File: src/rtl/core/csp_pkg.sv
// Package for the CIGAR string parser: character codes, BAM operation codes,
// field widths and the state and result structures shared by the RTL.
// No dependencies.
package csp_pkg;

    // Field widths
    localparam int unsigned COUNT_W = 28;
    localparam int unsigned COVER_W = 32;
    localparam int unsigned CODE_W  = 4;

    localparam logic [COUNT_W-1:0] COUNT_MAX     = {COUNT_W{1'b1}};
    localparam logic [COVER_W-1:0] COVER_MAX     = {COVER_W{1'b1}};
    localparam logic [COUNT_W-1:0] CLIP_THR_INIT = 28'd10;

    // ASCII codes of the characters that mean something
    localparam logic [7:0] CH_ZERO = 8'h30;
    localparam logic [7:0] CH_NINE = 8'h39;
    localparam logic [7:0] CH_M    = 8'h4D;
    localparam logic [7:0] CH_I    = 8'h49;
    localparam logic [7:0] CH_D    = 8'h44;
    localparam logic [7:0] CH_N    = 8'h4E;
    localparam logic [7:0] CH_S    = 8'h53;
    localparam logic [7:0] CH_H    = 8'h48;
    localparam logic [7:0] CH_P    = 8'h50;
    localparam logic [7:0] CH_EQ   = 8'h3D;
    localparam logic [7:0] CH_X    = 8'h58;

    // BAM operation codes
    localparam logic [CODE_W-1:0] OP_M  = 4'd0;
    localparam logic [CODE_W-1:0] OP_I  = 4'd1;
    localparam logic [CODE_W-1:0] OP_D  = 4'd2;
    localparam logic [CODE_W-1:0] OP_N  = 4'd3;
    localparam logic [CODE_W-1:0] OP_S  = 4'd4;
    localparam logic [CODE_W-1:0] OP_H  = 4'd5;
    localparam logic [CODE_W-1:0] OP_P  = 4'd6;
    localparam logic [CODE_W-1:0] OP_EQ = 4'd7;
    localparam logic [CODE_W-1:0] OP_X  = 4'd8;

    typedef struct packed {
        logic              hit;
        logic [CODE_W-1:0] code;
    } op_dec_t;

    // Per-string parser state
    typedef struct packed {
        logic [COUNT_W-1:0] digit_accum;
        logic [COVER_W-1:0] cover_accum;
        logic               seen_op;
        logic               first_clip_long;
        logic               recent_clip_long;
    } parse_state_t;

    // One result beat
    typedef struct packed {
        logic               op_valid;
        logic [CODE_W-1:0]  op_code;
        logic [COUNT_W-1:0] op_length;
        logic               string_done;
        logic [COVER_W-1:0] covered_length;
        logic               left_long_clip;
        logic               right_long_clip;
    } result_t;

    // Map an operation letter to its BAM code.
    function automatic op_dec_t decode_op(input logic [7:0] ch);
        op_dec_t d;
        d.hit  = 1'b1;
        d.code = OP_M;
        unique case (ch)
            CH_M:    d.code = OP_M;
            CH_I:    d.code = OP_I;
            CH_D:    d.code = OP_D;
            CH_N:    d.code = OP_N;
            CH_S:    d.code = OP_S;
            CH_H:    d.code = OP_H;
            CH_P:    d.code = OP_P;
            CH_EQ:   d.code = OP_EQ;
            CH_X:    d.code = OP_X;
            default: d.hit  = 1'b0;
        endcase
        return d;
    endfunction

endpackage

File: src/rtl/core/cigar_string_parser_top.sv
// Top level of the CIGAR string parser: handshakes, parser state, threshold
// register and the output register with its skid stage.
// Depends on csp_pkg and csp_update.

// The parser takes one character per cycle and gives at most one result beat
// per character, through the registered output stage. An operation letter
// gives its BAM code and the count before it; the last character of a string
// also carries the covered reference length and the two long soft clip flags.
// Throughput is one character per clock while the output side keeps up; the
// whole update is a single registered step, a shift-add of the count and a
// 32-bit add of the covered length. A two-entry output stage (result register
// plus skid register) lets input keep flowing while the output stalls;
// in_stall rises only when both entries hold results. clip_threshold may only
// be written while no string is in flight and no result waits.
module cigar_string_parser_top (
    input  logic                          clk,
    input  logic                          rst_n,
    // Configuration
    input  logic                          cfg_wr_en,
    input  logic [csp_pkg::COUNT_W-1:0]   cfg_wr_data,
    // Character input
    input  logic                          in_valid,
    output logic                          in_stall,
    input  logic [7:0]                    char_byte,
    input  logic                          is_last,
    // Result output
    output logic                          out_valid,
    input  logic                          out_stall,
    output logic                          op_valid,
    output logic [csp_pkg::CODE_W-1:0]    op_code,
    output logic [csp_pkg::COUNT_W-1:0]   op_length,
    output logic                          string_done,
    output logic [csp_pkg::COVER_W-1:0]   covered_length,
    output logic                          left_long_clip,
    output logic                          right_long_clip
);
    import csp_pkg::*;

    logic [COUNT_W-1:0] clip_thr_reg;
    parse_state_t       state_reg;
    parse_state_t       state_next;
    result_t            new_result;
    logic               emit;
    logic               in_accept;
    logic               out_pop;
    result_t            out_data_reg;
    logic               out_valid_reg;
    result_t            skid_data_reg;
    logic               skid_valid_reg;

    assign in_stall  = skid_valid_reg;
    assign in_accept = in_valid && !skid_valid_reg;
    assign out_pop   = out_valid_reg && !out_stall;

    // Character update logic
    csp_update u_update (
        .state          (state_reg),
        .char_byte      (char_byte),
        .is_last        (is_last),
        .clip_threshold (clip_thr_reg),
        .state_next     (state_next),
        .result         (new_result),
        .emit           (emit)
    );

    // Threshold register
    always_ff @(posedge clk or negedge rst_n)
    begin
        if (!rst_n)
        begin
            clip_thr_reg <= CLIP_THR_INIT;
        end
        else if (cfg_wr_en)
        begin
            clip_thr_reg <= cfg_wr_data;
        end
    end

    // Parser state advances on every accepted beat
    always_ff @(posedge clk or negedge rst_n)
    begin
        if (!rst_n)
        begin
            state_reg <= '0;
        end
        else if (in_accept)
        begin
            state_reg <= state_next;
        end
    end

    // Output stage valid flags
    always_ff @(posedge clk or negedge rst_n)
    begin
        if (!rst_n)
        begin
            out_valid_reg  <= 1'b0;
            skid_valid_reg <= 1'b0;
        end
        else if (!out_valid_reg || out_pop)
        begin
            if (skid_valid_reg)
            begin
                out_valid_reg  <= 1'b1;
                skid_valid_reg <= 1'b0;
            end
            else
            begin
                out_valid_reg <= in_accept && emit;
            end
        end
        else if (in_accept && emit)
        begin
            skid_valid_reg <= 1'b1;
        end
    end

    // Output stage payload
    always_ff @(posedge clk)
    begin
        if (!out_valid_reg || out_pop)
        begin
            out_data_reg <= skid_valid_reg ? skid_data_reg : new_result;
        end
        else if (in_accept && emit)
        begin
            skid_data_reg <= new_result;
        end
    end

    assign out_valid       = out_valid_reg;
    assign op_valid        = out_data_reg.op_valid;
    assign op_code         = out_data_reg.op_code;
    assign op_length       = out_data_reg.op_length;
    assign string_done     = out_data_reg.string_done;
    assign covered_length  = out_data_reg.covered_length;
    assign left_long_clip  = out_data_reg.left_long_clip;
    assign right_long_clip = out_data_reg.right_long_clip;

endmodule

File: src/rtl/core/csp_update.sv
// Next-state and result logic for one CIGAR character.
// Depends on csp_pkg for the state and result structures and the code tables.
module csp_update (
    input  csp_pkg::parse_state_t          state,
    input  logic [7:0]                     char_byte,
    input  logic                           is_last,
    input  logic [csp_pkg::COUNT_W-1:0]    clip_threshold,
    output csp_pkg::parse_state_t          state_next,
    output csp_pkg::result_t               result,
    output logic                           emit
);
    import csp_pkg::*;

    op_dec_t            dec;
    logic               is_digit;
    logic [3:0]         digit_val;
    logic [COVER_W-1:0] times_ten;
    logic [COVER_W-1:0] digit_sum;
    logic               covers_ref;
    logic               long_clip;
    logic [COVER_W:0]   cover_sum;
    logic [COVER_W-1:0] cover_sat;
    parse_state_t       upd;

    // Decimal count: acc * 10 + digit fits in 32 bits, then saturate to 28
    assign is_digit  = (char_byte >= CH_ZERO) && (char_byte <= CH_NINE);
    assign digit_val = 4'(char_byte - CH_ZERO);
    assign times_ten = ({{(COVER_W-COUNT_W){1'b0}}, state.digit_accum} << 3)
                     + ({{(COVER_W-COUNT_W){1'b0}}, state.digit_accum} << 1);
    assign digit_sum = times_ten + {{(COVER_W-4){1'b0}}, digit_val};

    // Operation decode and the reference span sum
    assign dec        = decode_op(char_byte);
    assign covers_ref = (dec.code == OP_M) || (dec.code == OP_D) || (dec.code == OP_N)
                     || (dec.code == OP_EQ) || (dec.code == OP_X);
    assign long_clip  = (dec.code == OP_S) && (state.digit_accum >= clip_threshold);
    assign cover_sum  = {1'b0, state.cover_accum}
                      + {{(COVER_W+1-COUNT_W){1'b0}}, state.digit_accum};
    assign cover_sat  = cover_sum[COVER_W] ? COVER_MAX : cover_sum[COVER_W-1:0];

    // State after this character, before any end-of-string clear
    always_comb
    begin
        upd = state;
        if (is_digit)
        begin
            upd.digit_accum = (digit_sum > {{(COVER_W-COUNT_W){1'b0}}, COUNT_MAX})
                            ? COUNT_MAX : digit_sum[COUNT_W-1:0];
        end
        else if (dec.hit)
        begin
            if (covers_ref)
            begin
                upd.cover_accum = cover_sat;
            end
            if (!state.seen_op)
            begin
                upd.first_clip_long = long_clip;
                upd.seen_op         = 1'b1;
            end
            upd.recent_clip_long = long_clip;
            upd.digit_accum      = '0;
        end
    end

    // Result beat and the cleared state at the end of a string
    always_comb
    begin
        result = '0;
        if (dec.hit && !is_digit)
        begin
            result.op_valid  = 1'b1;
            result.op_code   = dec.code;
            result.op_length = state.digit_accum;
        end
        if (is_last)
        begin
            result.string_done     = 1'b1;
            result.covered_length  = upd.cover_accum;
            result.left_long_clip  = upd.first_clip_long;
            result.right_long_clip = upd.recent_clip_long;
        end
        state_next = is_last ? parse_state_t'('0) : upd;
        emit       = result.op_valid || is_last;
    end

endmodule

File: config.mk
export PLATFORM = sky130hd
export DESIGN_NAME = cigar_string_parser_top
export DESIGN_NICKNAME = d
export VERILOG_FILES = /design/src/rtl/core/csp_pkg.sv /design/src/rtl/core/cigar_string_parser_top.sv /design/src/rtl/core/csp_update.sv
export SDC_FILE = /design/constraint.sdc
export NUM_CORES = 1
export LEC_CHECK = 0
export ABC_AREA = 1
export BUFFER_PORTS_ARGS = -buffer_cell sky130_fd_sc_hd__buf_2
export CORE_ASPECT_RATIO = 1.25
export CORE_MARGIN = 3
export CORE_UTILIZATION = 40
export CTS_BUF_LIST = sky130_fd_sc_hd__clkbuf_4 sky130_fd_sc_hd__clkbuf_8
export CTS_CLUSTER_DIAMETER = 60
export DETAILED_ROUTE_END_ITERATION = 10
export PLACE_DENSITY = 0.65
export SLEW_MARGIN = 20
export SYNTH_ARGS = -nofsm -noshare
export SYNTH_HDL_FRONTEND = slang
export SYNTH_SLANG_ARGS = --single-unit
File: constraint.sdc
create_clock -name clk -period 5.4 [get_ports clk]
set_input_delay 0.27 -clock clk [delete_from_list [all_inputs] [get_ports clk]]
set_output_delay 0.27 -clock clk [all_outputs]
set_load 0.03 [all_outputs]
==> After elaboration in Yosys (flattened, before gate mapping) <==
Cells that the tools add are included.
{ "totals": {"reg_bits": 229, "inputBits": 42} }
{ "classes": {"add_sub_neg": 4, "magnitude_cmp": 4, "n_eq_ne": 15, "muxes": 16, "n_bitwise": 1, "n_reduce_logical": 24} }
{ "op_table": {"columns": ["operator", "n"], "rows": [
  ["63-bit two-way mux", 2],
  ["35-bit two-way mux", 2],
  ["68-bit two-way mux", 1],
  ["8-bit by 7-bit == test with 1-bit output, second input constant", 8],
  ["32-bit two-way mux", 2],
  ["28-bit two-way mux", 2],
  ["32-bit by 28-bit adder with 33-bit output", 1],
  ["33-bit two-way mux", 1],
  ["31-bit by 29-bit adder with 32-bit output", 1],
  ["32-bit by 4-bit adder with 32-bit output", 1],
  ["32-bit by 28-bit > comparator with 1-bit output, second input constant", 1],
  ["4-bit case mux with 8 select lines", 1],
  ["28-bit greater-or-equal comparator", 1],
  ["9-bit OR reduction", 1],
  ["4-bit by 2-bit == test with 1-bit output, second input constant", 2],
  ["4-bit by 3-bit == test with 1-bit output, second input constant", 2],
  ["8-bit by 6-bit == test with 1-bit output, second input constant", 1],
  ["8-bit by 6-bit greater-or-equal comparator with 1-bit output, second input constant", 1],
  ["8-bit by 6-bit <= comparator with 1-bit output, second input constant", 1],
  ["1-bit logical AND", 6],
  ["1-bit logical OR", 6],
  ["1-bit two-way mux", 5],
  ["4-bit == test, second input constant", 1],
  ["1-bit logical NOT", 4],
  ["8 further kinds", 10]
]} }

==> Longest topological paths before layout <==
Gate-level depths: netlist (run 1).
{ "logic_depth": {"depth_word": 12, "ltp_mapped": 19, "depth_no_buf": 18} }

==> Cells and area by module <==
A second synthesis (run 1) with hierarchy kept.
{ "hier_totals": {"cells_unflattened": 2064, "hier_area_um2": 15344.7} }
{ "by_module_without_submodules": {"columns": ["mod", "instances", "cells_per_inst", "area_per_inst_um2", "seq_area_each_um2"], "rows": [
  ["cigar_string_parser_top", 1, 755, 8580.7, 6413.7],
  ["csp_update", 1, 1309, 6764.0, 0.0]
]} }

==> Worst setup path before layout (run 1) <==
Ideal clock, no wire load.
{ "synth_timing": {"kind": "reg2reg", "startpoint": "register out_valid_reg (netlist: out_valid)", "endpoint": "register skid_data_reg[0] (netlist name) (enable)", "arrival_ps": 5170, "t_required_ps": 4906, "path_slack_ps": -264, "stages_incl_launch_ff": 3, "n_path_buf": 0, "synth_period_minus_slack_ps": 5664, "cell_sequence": "dfrtp_1 > nand2_1 > nor2_1"} }
{ "synth_via": {"elab_chain_cells": 4} }
{ "synth_lines": {"columns": ["item", "line", "source"], "rows": [
  ["start, declared", "cigar_string_parser_top.sv:47", "logic out_valid_reg;"],
  ["start signal, assigned", "cigar_string_parser_top.sv:109", "out_valid_reg <= in_accept && emit;"],
  ["1-bit logical NOT or 1-bit logical AND (tied branches)", "cigar_string_parser_top.sv:121, cigar_string_parser_top.sv:53", null],
  ["1-bit logical OR *", "cigar_string_parser_top.sv:121", "if (!out_valid_reg || out_pop)"],
  ["1-bit NOT (no source line) *", null, null],
  ["2-bit AND reduction (no source line) *", null, null],
  ["end signal, assigned", "cigar_string_parser_top.sv:127", "skid_data_reg <= new_result;"],
  ["end, declared", "cigar_string_parser_top.sv:48", "result_t skid_data_reg;"]
]} }
Mark *: on every way between the ends. The rest lies on a longest branch, timed or not.
A chain may end at the register's enable or synchronous reset.

==> Worst setup path in the final report (run 1) <==
{ "layout_timing": {"startpoint": "register state_reg[35] (netlist name)", "endpoint": "register state_reg[50] (netlist name)"} }
{ "layout_via": {"elab_chain_cells": 6} }
{ "layout_lines": {"columns": ["item", "line", "source"], "rows": [
  ["start, declared", "cigar_string_parser_top.sv:40", "parse_state_t state_reg;"],
  ["start signal, assigned", "cigar_string_parser_top.sv:88", "state_reg <= state_next;"],
  ["31-bit by 29-bit adder with 32-bit output *", "csp_update.sv:29", "+ ({{(COVER_W-COUNT_W){1'b0}}, state.digit_accum} << 1);"],
  ["32-bit by 4-bit adder with 32-bit output *", "csp_update.sv:30", "assign digit_sum = times_ten + {{(COVER_W-4){1'b0}}, digit_val};"],
  ["32-bit by 28-bit > comparator with 1-bit output", "csp_update.sv:47", "upd.digit_accum = (digit_sum > {{(COVER_W-COUNT_W){1'b0}}, COUNT_MAX})"],
  ["28-bit two-way mux *", "csp_update.sv:48", "? COUNT_MAX : digit_sum[COUNT_W-1:0];"],
  ["28-bit two-way mux *", "csp_update.sv:45", "if (is_digit)"],
  ["63-bit two-way mux *", "csp_update.sv:83", "state_next = is_last ? parse_state_t'('0) : upd;"]
]} }
Marks and branches as above.

==> summary.md, run 1 <==
| Metric | Value |
|---|---|
| Clock-pin slew on the worst setup and hold paths | `~60 ps` |
| Crit path time final | `3240 ps` |
| Beginning of the critical path | `state_reg[35]` |
| Rows | `78` |
| Total length of routed wires | `40100 um` |
| Number of DRC violations after detailed routing | `0` |
| DP Wirelength | `between 30000 and 40000 um` |
| CP Capture Type | `register` |
| Arrival time worst endpoint | `about 3700 ps` |
| Initial Util | `just over 40%` |
| Beginning of the worst hold path | `char_byte[0]` |
| Syn Inst Count | `1889` |
| Wire length per cell after detailed routing | `15.8 um` |
| Number of flip-flops and latches in the synthesized netlist | `229` |
| Via count of the first global-routing pass | `12400` |
| Placement Cell Area | `15700 sq um` |
| Count of port buffers added during placement | `111` |
| Clock share of power | `about 40%` |
| Total power after layout | `4.15 mW` |
| Transition time of the tightest slew-check pin | `approximately 970 ps` |
| Total number of H-tree levels | `2` |
| Fmax achieved | `around 0.3 GHz` |
| Family with the most delay on the worst path | `simple AND/OR/NAND/NOR gates` |
| Run status | `complete, no violations` |
| Initial antenna violation count | `1` |
| Clk root buf | `clkbuf_8` |
| Initial DRT Pass Iterations | `5` |
| Area of the placeable core | `roughly 36000 sq um` |
| Internal | `slightly above 3 mW` |
| Sequential Power Share | `between 40 and 50%` |
| Latest clock arrival within the worst-skew pair | `around 560 ps` |
| Startpoint of the lowest-slack register-to-register path | `state_reg[35]` |
| Num CTS Buffers | `39` |
| Number of hold violations in the final report | `0` |
| Max FFs per register | `between 60 and 70` |
| Launching element type of the critical path | `register` |
| Chain of cells forming the critical path | `fa_1 > fa_1 > nand3_1 > nand3_1 > nand4_1 > nand3_2 > nand2_1 > nand2_1 > nand2_1 > nand2_1 > nor2_4 > nand3_1 > nand2_1 > nand2_1` |
| Growth of design area from synthesis to finish | `14.3%` |
| Global-route usage over all layers | `20.6%` |
| Worst-case headroom to the max-slew limit | `a little over a third` |
| Slowest cell on crit path | `fa_1` |
| Worst Path Buf+Inv | `0` |
| Floorplan die width | `178 um` |
| Count of final max-slew check failures | `0` |
| CP Class | `register to register` |
| Critical path peak fanout | `28` |
| Post-CTS Setup Repair Bufs | `0` |
| Post-DR vias/cell | `4.93` |
| Total power per unit cell area | `around 250 nW/um^2` |
| Syn nets | `approximately 2000` |
| Number of distinct library cells after synthesis | `44` |
| GR Overflow Total | `0` |
| Relative contribution of combinational cells to total power | `a little under an eighth` |
| Share of the synthesized area in the top cell type | `between 20 and 30%` |
| Data required, critical path | `between 5000 and 6000 ps` |
| Number of synthesized flops with an enable pin | `roughly 140` |
| Largest net degree at the start of global routing | `between 70 and 80` |
| Commonest cells in the synthesized netlist | `688 x nand2_1, 238 x inv_1, 136 x edfxtp_1` |
| Kind of path behind the tightest hold check | `input pin to register` |
| Reported net switching power | `roughly 1.1 mW` |
| Clock tree from TritonCTS | `done` |
| Most numerous cell on the critical path | `nand2_1` |
| I/O pin count | `112` |
| Switching power share of the total | `a little over a quarter` |
| Stage delay of the slowest cell on the critical path | `~550 ps` |
| TNS Setup | `0 ps` |
| Number of buffers on the longest clock path | `3` |
| Max-cap violation count | `0` |
| Net total in the final layout | `between 2000 and 2500` |
| Placer congestion estimate | `roughly 0.93` |
| Setup repair after global routing missed its margin | `false` |
| Top_reg_cell synth | `edfxtp_1` |
| Die Height | `~220 um` |
| Fraction of layout instances using a drive strength above 1 | `between 10% and 20%` |
| Leak Pwr | `between 8 and 9 nW` |
| Final worst-path cycle share | `roughly 60%` |
| Cell type with the highest aggregate area in the netlist | `edfxtp_1` |
| Share of synthesized flip-flops with an asynchronous set or reset | `between 40% and 50%` |
| Worst vdd rail ir drop | `about 0.18 mV` |
| Remaining antenna violation count | `0` |
| Vias post-DR | `approximately 13000` |
| Clock skew | `38.9 ps` |
| Ys Warns | `0` |
| Number of setup violations in the final report | `0` |
| Proportion of synthesized chip area in sequential cells | `43.5%` |
| Post-synth design cell area | `between 10000 and 15000 sq um` |
| CTS Sinks | `about 230` |
| Top area cells in the synthesized netlist | `edfxtp_1 28%, nand2_1 18%, dfrtp_1 15%, ha_1 9.4%, inv_1 6.1%` |
| Most used standard cell by instance count after synthesis | `nand2_1` |
| Die ar. | `between 30000 and 40000 sq um` |
| Design area | `16900 sq um` |
| Mean Syn Cell Area | `roughly 8 sq um` |
| DRT iter0 DRCs | `roughly 740` |
| First-pass GRT wire length | `64300 um` |
## cells in the final DEF, fill, tap and decap left out, types with 25 or more instances in the layout
cell,count
dfrtp_1,90
buf_2,110
dlygate4sd3_1,29
a21oi_1,67
nand3_1,98
nand2_1,687
ha_1,111
inv_1,238
clkbuf_8,42
xnor2_1,25
edfxtp_1,136
o21ai_0,103
nor2_1,118
## worst register-to-register path: stages (launching register included)
cell and delay [ps]:
dfrtp_1 460, fa_1 550, fa_1 520, nand3_1 120
nand3_1 120, nand4_1 120, nand3_2 130, nand2_1 110
nand2_1 60, nand2_1 50, nand2_1 80, nor2_4 460
nand3_1 180, nand2_1 90, nand2_1 40
## metrics by stage
| stage | hold slack, ps | std cells | setup WS [ps] | util [%] |
|---|---|---|---|---|
| 4_1_cts | 70.6 | 2542 | 2170 | 46.4 |
| 3_5_place_dp | 188 | 2441 | 2200 | 43.3 |
| 3_3_place_gp | 185 | 2441 | 2260 | 43.3 |
| 2_1_floorplan | -25.6 | 1889 | 498 | - |
| 6_report | 99.0 | 2543 | 2160 | 46.4 |
| 5_1_grt | 134 | 2543 | 1950 | 46.4 |
## what timing repair did
action	in CTS	in global routing
hold buffers	29	0
endpoints found under the hold margin	49	0
resized for setup	0	0
## path summary, 6_finish.rpt
path                            depth (start not counted)             to  slack, ps
worst max register to register                         14  state_reg[50]       2160
max in group asynchronous                               3  state_reg[54]       3950
min in group asynchronous                               2   state_reg[2]        160
worst min-delay path                                    5  state_reg[35]        100
worst min register to register                          2   state_reg[1]        500
worst max-delay path                                   14  state_reg[50]       2160
## final cells by class
cell class                 instances  area, sq um
antenna                            1         2.50
clock buffer                      56          683
fill                            3694        19400
multi-input combinational       1369         7190
timing repair buffer             147          901
sequential                       229         6410
inverter                         245          920
clock inverter                    16          143
tap                              480          601
## power groups by stage
stage               clock [mW]  sequential (mW)  combinational (mW)
floorplan                    0             2.17               0.198
detailed placement           0             2.05               0.481
global route              1.77             2.02               0.544
CTS                       1.69             2.01               0.498
global placement             0             2.04               0.473
finish                    1.65             2.01               0.490
## kinds of logic after synthesis
| logic type | Yosys count | share of synthesized area (%) |
|---|---|---|
| AND/OR/NAND/NOR | 1006 | 28.8 |
| buffers and inverters | 291 | 7.91 |
| flip-flops | 229 | 43.5 |
| AO/OA/AOI/OAI | 213 | 7.86 |
| adder cells (fa/ha/maj) | 114 | 9.82 |
| XOR/XNOR | 35 | 2.08 |
| multiplexers | 1 | 0.0763 |
## routing by layer
| layer | routed length, um | GRT usage, % | up-vias |
|---|---|---|---|
| met5 | 0 | 0 | - |
| li1 | - | - | 6386 |
| met4 | 1740 | 9.11 | 0 |
| met2 | 19700 | 36.4 | 307 |
| met1 | 16800 | 25.2 | 5763 |
| met3 | 1830 | 2.73 | 84 |
No activity file was read; power rests on OpenSTA's default activity.
==> inputs of run 2 (changes only) <==
--- a/config.mk
+++ b/config.mk
@@ -5,7 +5,7 @@
 export SDC_FILE = /design/constraint.sdc
 export NUM_CORES = 1
 export LEC_CHECK = 0
-export ABC_AREA = 1
+export ABC_AREA = 0
 export BUFFER_PORTS_ARGS = -buffer_cell sky130_fd_sc_hd__buf_2
 export CORE_ASPECT_RATIO = 1.25
 export CORE_MARGIN = 3
@@ -13,7 +13,7 @@
 export CTS_BUF_LIST = sky130_fd_sc_hd__clkbuf_4 sky130_fd_sc_hd__clkbuf_8
 export CTS_CLUSTER_DIAMETER = 60
 export DETAILED_ROUTE_END_ITERATION = 10
-export PLACE_DENSITY = 0.65
+export PLACE_DENSITY = 0.63
 export SLEW_MARGIN = 20
 export SYNTH_ARGS = -nofsm -noshare
 export SYNTH_HDL_FRONTEND = slang
==> constraint.sdc (replaced) <==
create_clock -name clk -period 3 [get_ports clk]
set_input_delay 0.15 -clock clk [delete_from_list [all_inputs] [get_ports clk]]
set_output_delay 0.15 -clock clk [all_outputs]
set_load 0.03 [all_outputs]
==> summary.md, run 2 <==
| Metric | Value |
|---|---|
| Run status | `complete, but fails checks` |
| Failing checks | `negative setup slack` |
| Max-cap violation count | `0` |
| Die ar. | `~37000 sq um` |
| Mean Syn Cell Area | `around 10 sq um` |
| Design area | `~20000 sq um` |
| Most used cells in the layout excluding fill and tap cells | `301 x buf_4, 136 x edfxtp_1, 119 x nand2_1, 110 x buf_2, 103 x ha_1` |
| Number of DRC violations after detailed routing | `0` |
| Data required, critical path | `3420 ps` |
| Growth of design area from synthesis to finish | `40.7%` |
| Endpoint of the most critical register-to-register path | `state_reg[40]` |
| Number of diodes | `0` |
| Kind of path behind the tightest hold check | `input pin to register` |
| Post-DR vias/cell | `about 5.4` |
| Arrival time worst endpoint | `around 4000 ps` |
| First-pass GRT wire length | `just under 70000 um` |
| Initial Util | `41.0%` |
| Number of buffers on the longest clock path | `3` |
| I/O pin count | `around 110` |
| Launching element type of the critical path | `register` |
| Number of setup violations in the final report | `~120` |
| Internal | `5.74 mW` |
| Setup repair after global routing missed its margin | `true` |
| Most used standard cell by instance count after synthesis | `edfxtp_1` |
| Count of final max-slew check failures | `0` |
| Placer congestion estimate | `a little over 0.9` |
| Top_reg_cell synth | `edfxtp_1` |
| Crit path time final | `around 3500 ps` |
| Number of hold violations in the final report | `0` |
| Vias post-DR | `12400` |
| Fraction of layout instances using a drive strength above 1 | `38.4%` |
| Fmax achieved | `a little under 0.3 GHz` |
| Startpoint of the lowest-slack register-to-register path | `state_reg[35]` |
| Top area cells in the synthesized netlist | `edfxtp_1 29%, dfrtp_1 16%, ha_1 10%, o21ai_0 4.1%, a21oi_1 3.3%` |
| Wire length per cell after detailed routing | `around 19 um` |
| CP Class | `register to register` |
| Initial antenna violation count | `1` |
| Share of the synthesized area in the top cell type | `between 20% and 30%` |
| Max FFs per register | `slightly below 70` |
| Pre-CTS setup slack | `-576 ps` |
| Clock tree from TritonCTS | `done` |
| Number of synthesized flops with an enable pin | `between 100 and 150` |
| Beginning of the critical path | `state_reg[35]` |
| Placement Cell Area | `16900 sq um` |
| DRT iter0 DRCs | `between 800 and 900` |
| Global-route usage over all layers | `23.1%` |
| Syn Inst Count | `1373` |
| Clk root buf | `clkbuf_8` |
| Ys Warns | `0` |
| Post-synth design cell area | `between 10000 and 15000 sq um` |
| Die Height | `between 200 and 250 um` |
| Proportion of synthesized chip area in sequential cells | `a little under half` |
| Final critical-path setup slack | `-468 ps` |
| Switching power share of the total | `between 20 and 30%` |
| Initial DRT Pass Iterations | `5` |
| Latest clock arrival within the worst-skew pair | `around 570 ps` |
| Largest net degree at the start of global routing | `between 50 and 60` |
| Rows | `75` |
| Share of synthesized flip-flops with an asynchronous set or reset | `just over 40%` |
| Commonest non-fill, non-tap cell in the layout | `buf_4` |
| Sequential Power Share | `a little under half` |
| Reported net switching power | `around 2.2 mW` |
| Beginning of the worst hold path | `char_byte[1]` |
| Via count of the first global-routing pass | `between 10000 and 15000` |
| Critical path peak fanout | `4` |
| Floorplan die width | `roughly 170 um` |
| Leak Pwr | `between 9 and 10 nW` |
| CP Capture Type | `register` |
| Total length of routed wires | `approximately 44000 um` |
| Net total in the final layout | `slightly below 2000` |
| Number of cells on the worst reg-to-reg path | `13` |
| Count of port buffers added during placement | `between 100 and 150` |
| Clock-pin slew on the worst setup and hold paths | `around 60 ps` |
| Cell count of the worst hold path | `4` |
| Number of distinct library cells after synthesis | `roughly 80` |
| Commonest cells in the synthesized netlist | `136 x edfxtp_1, 122 x nand2_1, 115 x o21ai_0` |
| Fill cell instance count of the final layout | `2852` |
| Worst-case headroom to the max-slew limit | `between 40 and 50%` |
| Total power per unit cell area | `409 nW/um^2` |
| Total number of H-tree levels | `2` |
| CTS Sinks | `about 230` |
| Num CTS Buffers | `39` |
| Worst R2R Setup Slack | `-470 ps` |
| Remaining antenna violation count | `0` |
| Area of the placeable core | `33900 sq um` |
| Number of flip-flops and latches in the synthesized netlist | `about 230` |
| Cell type with the highest aggregate area in the netlist | `edfxtp_1` |
| Clock share of power | `between 30% and 40%` |
| Worst vdd rail ir drop | `approximately 0.29 mV` |
| DP Wirelength | `approximately 32000 um` |
| Transition time of the tightest slew-check pin | `between 800 and 900 ps` |
| GR Overflow Total | `0` |
| Hold worst-path end | `state_reg[36]` |
| Clock skew | `35.7 ps` |
| Syn nets | `between 1500 and 2000` |
| Relative contribution of combinational cells to total power | `~16%` |
| Final worst-path cycle share | `116%` |
run 2: changes by cell type after synthesis, sizes merged, moves of 22 or more:
cell    change
nand2     -578
and2       +32
nand3      -92
o31ai      +30
o21ai      +26
inv       -197
nor3       +22
clkbuf     +25
a21oi      +24
nor2       -60
a22oi      +27
mux2       +33
and3       +29
a21o       +37
run 2: power groups by stage:
stage	clock (mW)	combinational, mW	sequential, mW
6_report	3.05	1.27	3.66
3_5_place_dp	0	1.13	3.72
5_1_grt	3.24	1.38	3.68
2_1_floorplan	0	0.472	3.91
4_1_cts	3.12	1.22	3.66
3_3_place_gp	0	1.11	3.72
run 2: stage by stage:
stage	hold WS, ps	TNS [ps]	cells	util [%]	total power [mW]
2_1_floorplan	-146	-42940	1373	-	4.39
4_1_cts	22.5	-22720	2277	55.8	8.00
3_3_place_gp	198	-25300	2147	49.9	4.83
3_5_place_dp	202	-33990	2147	49.9	4.85
6_report	23.1	-35130	2295	57.6	7.98
5_1_grt	56.5	-50490	2295	57.6	8.30
run 2: cell type report:
class	instances	area (sq um)	area share, %
multi-input combinational	1023	7990	40.9
sequential	229	6430	32.9
timing repair buffer	462	3510	18.0
clock buffer	55	707	3.62
tap	462	578	2.96
inverter	47	176	0.903
clock inverter	17	145	0.743
run 2: per-layer routing:
layer  GRT usage [%]  share of wire (%)
met1            28.1                 41
met2            42.0                 52
met3            2.76                4.0
met4            8.09                3.4
met5               0                  0
run 2: worst max-delay path, cell delays in order (launching register included):
cell,delay [ps]
dfrtp_1,410
fa_2,640
ha_4,220
a211oi_2,240
o21ai_2,100
o2111ai_2,240
o211ai_1,190
o22ai_1,200
xor2_1,160
nand2_1,110
a2111oi_4,400
buf_6,210
clkbuf_16,150
o21ai_2,50
run 2: worst max path at each step:
stage	to	slack [ps]	cells after the start
after CTS	state_reg[46]	-410	12
after floorplan	skid_data_reg[0]	-470	8
final	state_reg[40]	-470	13
after global placement	state_reg[48]	-440	12
after detailed placement	state_reg[46]	-580	12
after global routing	state_reg[40]	-570	13
run 2: what timing repair did:
action	in CTS	in global routing
endpoints found under the hold margin	69	0
setup endpoints to repair	127	128
hold buffers	31	0
pin swaps	43	59
gates cloned	4	1
buffers inserted	23	20
resized for setup	109	115
run 2: cell families after synthesis:
logic type	share of synthesized area, %
compound gates	20.7
xor+xnor	2.78
fa+ha+maj	10.4
buf+inv	3.56
flops	46.2
mux	2.97
simple gates	13.3
==> inputs of run 3 (changes only) <==
--- a/config.mk
+++ b/config.mk
@@ -14,7 +14,9 @@
 export CTS_CLUSTER_DIAMETER = 60
 export DETAILED_ROUTE_END_ITERATION = 10
 export PLACE_DENSITY = 0.63
+export SETUP_SLACK_MARGIN = 0.4
 export SLEW_MARGIN = 20
 export SYNTH_ARGS = -nofsm -noshare
 export SYNTH_HDL_FRONTEND = slang
+export SYNTH_HIERARCHICAL = 1
 export SYNTH_SLANG_ARGS = --single-unit
==> summary.md, run 3 <==
| Metric | Value |
|---|---|
| Non-filler instance count after layout | `2207` |
| Commonest cells in the synthesized netlist | `136 x edfxtp_1, 111 x a21oi_1, 111 x ha_1` |
| Proportion of synthesized chip area in sequential cells | `44.7%` |
| Clk root buf | `clkbuf_8` |
| Total power after layout | `between 8 and 9 mW` |
| Number of hold violations in the final report | `0` |
| Pre-CTS setup slack | `-527 ps` |
| Transition time of the tightest slew-check pin | `between 600 and 700 ps` |
| Family with the most delay on the worst path | `compound AO/OA/AOI/OAI gates` |
| Most used standard cell by instance count after synthesis | `edfxtp_1` |
| Largest net degree at the start of global routing | `64` |
| Total length of routed wires | `between 30000 and 40000 um` |
| Clock tree from TritonCTS | `done` |
| Switching power share of the total | `27.5%` |
| Setup repair after global routing missed its margin | `true` |
| Internal | `5.99 mW` |
| Crit path time final | `~3500 ps` |
| Die Height | `218 um` |
| Cell type with the highest aggregate area in the netlist | `edfxtp_1` |
| Number of synthesized flops with an enable pin | `136` |
| Worst vdd rail ir drop | `roughly 0.30 mV` |
| Max-cap violation count | `0` |
| Slowest cell on crit path | `fa_1` |
| Top_reg_cell synth | `edfxtp_1` |
| Max FFs per register | `between 60 and 70` |
| End point of the critical path | `state_reg[60]` |
| Failing checks | `negative setup slack` |
| Total power per unit cell area | `roughly 400 nW/um^2` |
| Fmax achieved | `between 0.2 and 0.3 GHz` |
| Sequential Power Share | `44.2%` |
| Syn Inst Count | `1259` |
| Number of diodes | `0` |
| Worst-case headroom to the max-slew limit | `roughly 56%` |
| Initial antenna violation count | `0` |
| Die ar. | `around 38000 sq um` |
| Wire length per cell after detailed routing | `approximately 18 um` |
| Chain of cells forming the critical path | `fa_1 > fa_2 > a21o_1 > o2bb2ai_2 > o211ai_1 > o21ai_2 > buf_4 > a311oi_1 > nor2_1 > o2111a_2 > clkbuf_16 > a21oi_2 > mux2_4` |
| Initial Util | `between 40% and 50%` |
| Final worst-path cycle share | `115%` |
| Endpoint of the most critical register-to-register path | `state_reg[60]` |
| Number of cells on the worst reg-to-reg path | `13` |
| Fill cell instance count of the final layout | `~2800` |
| Total number of H-tree levels | `2` |
| Global-route usage over all layers | `about 20%` |
| Critical path peak fanout | `6` |
| Clock-pin slew on the worst setup and hold paths | `approximately 50 ps` |
| Relative contribution of combinational cells to total power | `19.3%` |
| Number of flip-flops and latches in the synthesized netlist | `approximately 230` |
| Instance count after placement with tap cells included | `2042` |
| Leak Pwr | `a little over 9 nW` |
| Ys Warns | `6` |
| Post-DR vias/cell | `between 5 and 6` |
| Commonest non-fill, non-tap cell in the layout | `buf_4` |
| Share of the synthesized area in the top cell type | `between 20% and 30%` |
| Count of final max-slew check failures | `0` |
| Launching element type of the critical path | `register` |
| Clock share of power | `a little over a third` |
| Stage delay of the slowest cell on the critical path | `between 500 and 600 ps` |
| Arrival time worst endpoint | `3940 ps` |
| Top area cells in the synthesized netlist | `edfxtp_1 28%, dfrtp_1 16%, ha_1 9.7%, mux2_2 7.8%, mux2_4 6.3%` |
| Remaining antenna violation count | `0` |
| Growth of design area from synthesis to finish | `44.2%` |
| Beginning of the critical path | `state_reg[37]` |
| Post-synth design cell area | `roughly 14000 sq um` |
| DRT iter0 DRCs | `607` |
| Number of distinct library cells after synthesis | `75` |
| Floorplan die width | `175 um` |
| Initial DRT Pass Iterations | `4` |
| Share of synthesized flip-flops with an asynchronous set or reset | `between 40% and 50%` |
| Latest clock arrival within the worst-skew pair | `550 ps` |
| Clock skew | `roughly 19 ps` |
| Most used cells in the layout excluding fill and tap cells | `263 x buf_4, 136 x edfxtp_1, 110 x buf_2, 84 x mux2_4, 83 x ha_1` |
| Run status | `complete, but fails checks` |
| Data required, critical path | `approximately 3500 ps` |
| First-pass GRT wire length | `~60000 um` |
| Placer congestion estimate | `approximately 0.90` |
| I/O pin count | `around 110` |
| Final critical-path setup slack | `-459 ps` |
| Number of DRC violations after detailed routing | `0` |
| Kind of path behind the tightest hold check | `input pin to register` |
| Finished Core Util | `between 50% and 60%` |
| Count of port buffers added during placement | `around 110` |
| Reported net switching power | `2.27 mW` |
| Number of buffers on the longest clock path | `3` |
| Worst R2R Setup Slack | `-460 ps` |
| Rows | `76` |
| Syn nets | `between 1000 and 1500` |
| Vias post-DR | `~12000` |
| Area of the placeable core | `34900 sq um` |
| Number of setup violations in the final report | `119` |
| Net total in the final layout | `around 1900` |
| Mean Syn Cell Area | `11.4 sq um` |
| CTS Sinks | `229` |
| CP Class | `register to register` |
| Via count of the first global-routing pass | `between 10000 and 15000` |
| DP Wirelength | `27400 um` |
| Fraction of layout instances using a drive strength above 1 | `51.7%` |
| Worst Path Buf+Inv | `2` |
| GR Overflow Total | `0` |
| Startpoint of the lowest-slack register-to-register path | `state_reg[37]` |
| CP Capture Type | `register` |
| Num CTS Buffers | `38` |
| Beginning of the worst hold path | `out_stall` |
| Cell depth of the worst setup path | `13` |
| Worst hold slack | `~76 ps` |
[run 3: cell types whose count changed after synthesis, sizes merged, moves of 14 or more]
| cell | previous run | this run |
|---|---|---|
| and3 | 29 | 13 |
| clkbuf | 51 | 22 |
| mux2 | 34 | 159 |
| nor2 | 84 | 62 |
| a21oi | 94 | 113 |
| o21ai | 151 | 79 |
| a21o | 39 | 25 |
| a22oi | 27 | 1 |
| nand2 | 122 | 50 |
| o31ai | 30 | 6 |
[run 3: cell families (layout without fill, tap and decap cells)]
kind of cell | Yosys count | after routing | share of synthesized area (%)
muxes | 162 | 162 | 14.2
DFF | 229 | 229 | 44.7
adders and majority gates | 114 | 114 | 10.1
buffers and inverters | 113 | 592 | 4.17
xor gates and xnor gates | 47 | 47 | 2.87
and+or+nand+nor | 270 | 271 | 9.82
AOI/OAI and AO/OA | 324 | 324 | 14.1
[run 3: metal layers]
metal	vias to the layer above	global-route usage, %	routed length [um]
met5	-	0	0
met4	0	5.81	959
met3	64	2.32	1180
met2	208	37.0	20700
met1	5638	24.4	16700
li1	5620	-	-
[run 3: power by group through the flow]
stage	clock (mW)	sequential (mW)	combinational, mW
after floorplan	0	3.92	0.693
after global placement	0	3.71	1.37
after detailed placement	0	3.71	1.40
after CTS	3.11	3.65	1.52
after global routing	3.23	3.67	1.71
final	3.01	3.65	1.59
[run 3: how the worst min path moves through the flow]
stage	slack, ps	to	depth (start not counted)
after floorplan	-150	clip_thr_reg[0]	0
after global placement	210	clip_thr_reg[0]	1
after detailed placement	230	clip_thr_reg[24]	1
after CTS	40	in_stall	3
after global routing	80	in_stall	3
final	80	in_stall	3
[run 3: cell type report]
cell class	count	area, sq um	share of cell area (%)
clock buffers	56	683	3.30
flip-flops and latches	229	6430	31.0
well taps	468	586	2.83
repair buffers	466	3670	17.7
multi-input cells	918	8970	43.4
clock inverters	13	146	0.707
inverters	57	214	1.03
[run 3: worst reg2reg max path, stage by stage, from the launching register on]
cell,delay [ps]
dfrtp_1,390
fa_1,540
fa_2,370
a21o_1,220
o2bb2ai_2,130
o211ai_1,290
o21ai_2,120
buf_4,160
a311oi_1,260
nor2_1,70
o2111a_2,360
clkbuf_16,200
a21oi_2,130
mux2_4,150
[run 3: per-stage QoR]
stage | area, sq um | setup TNS (ps)
after CTS | 19900 | -20770
after global placement | 17700 | -23090
after global routing | 20700 | -40320
after floorplan | 14900 | -56200
after detailed placement | 17700 | -26880
final | 20700 | -29300
[run 3: timing repair]
item / in CTS / in global routing
cloned: 3 / 2
endpoints found under the setup margin: 130 / 130
endpoints found under the hold margin: 74 / 0
buffers inserted: 31 / 28
pin swaps: 46 / 46
hold buffers: 32 / 0
gates resized for setup: 169 / 104
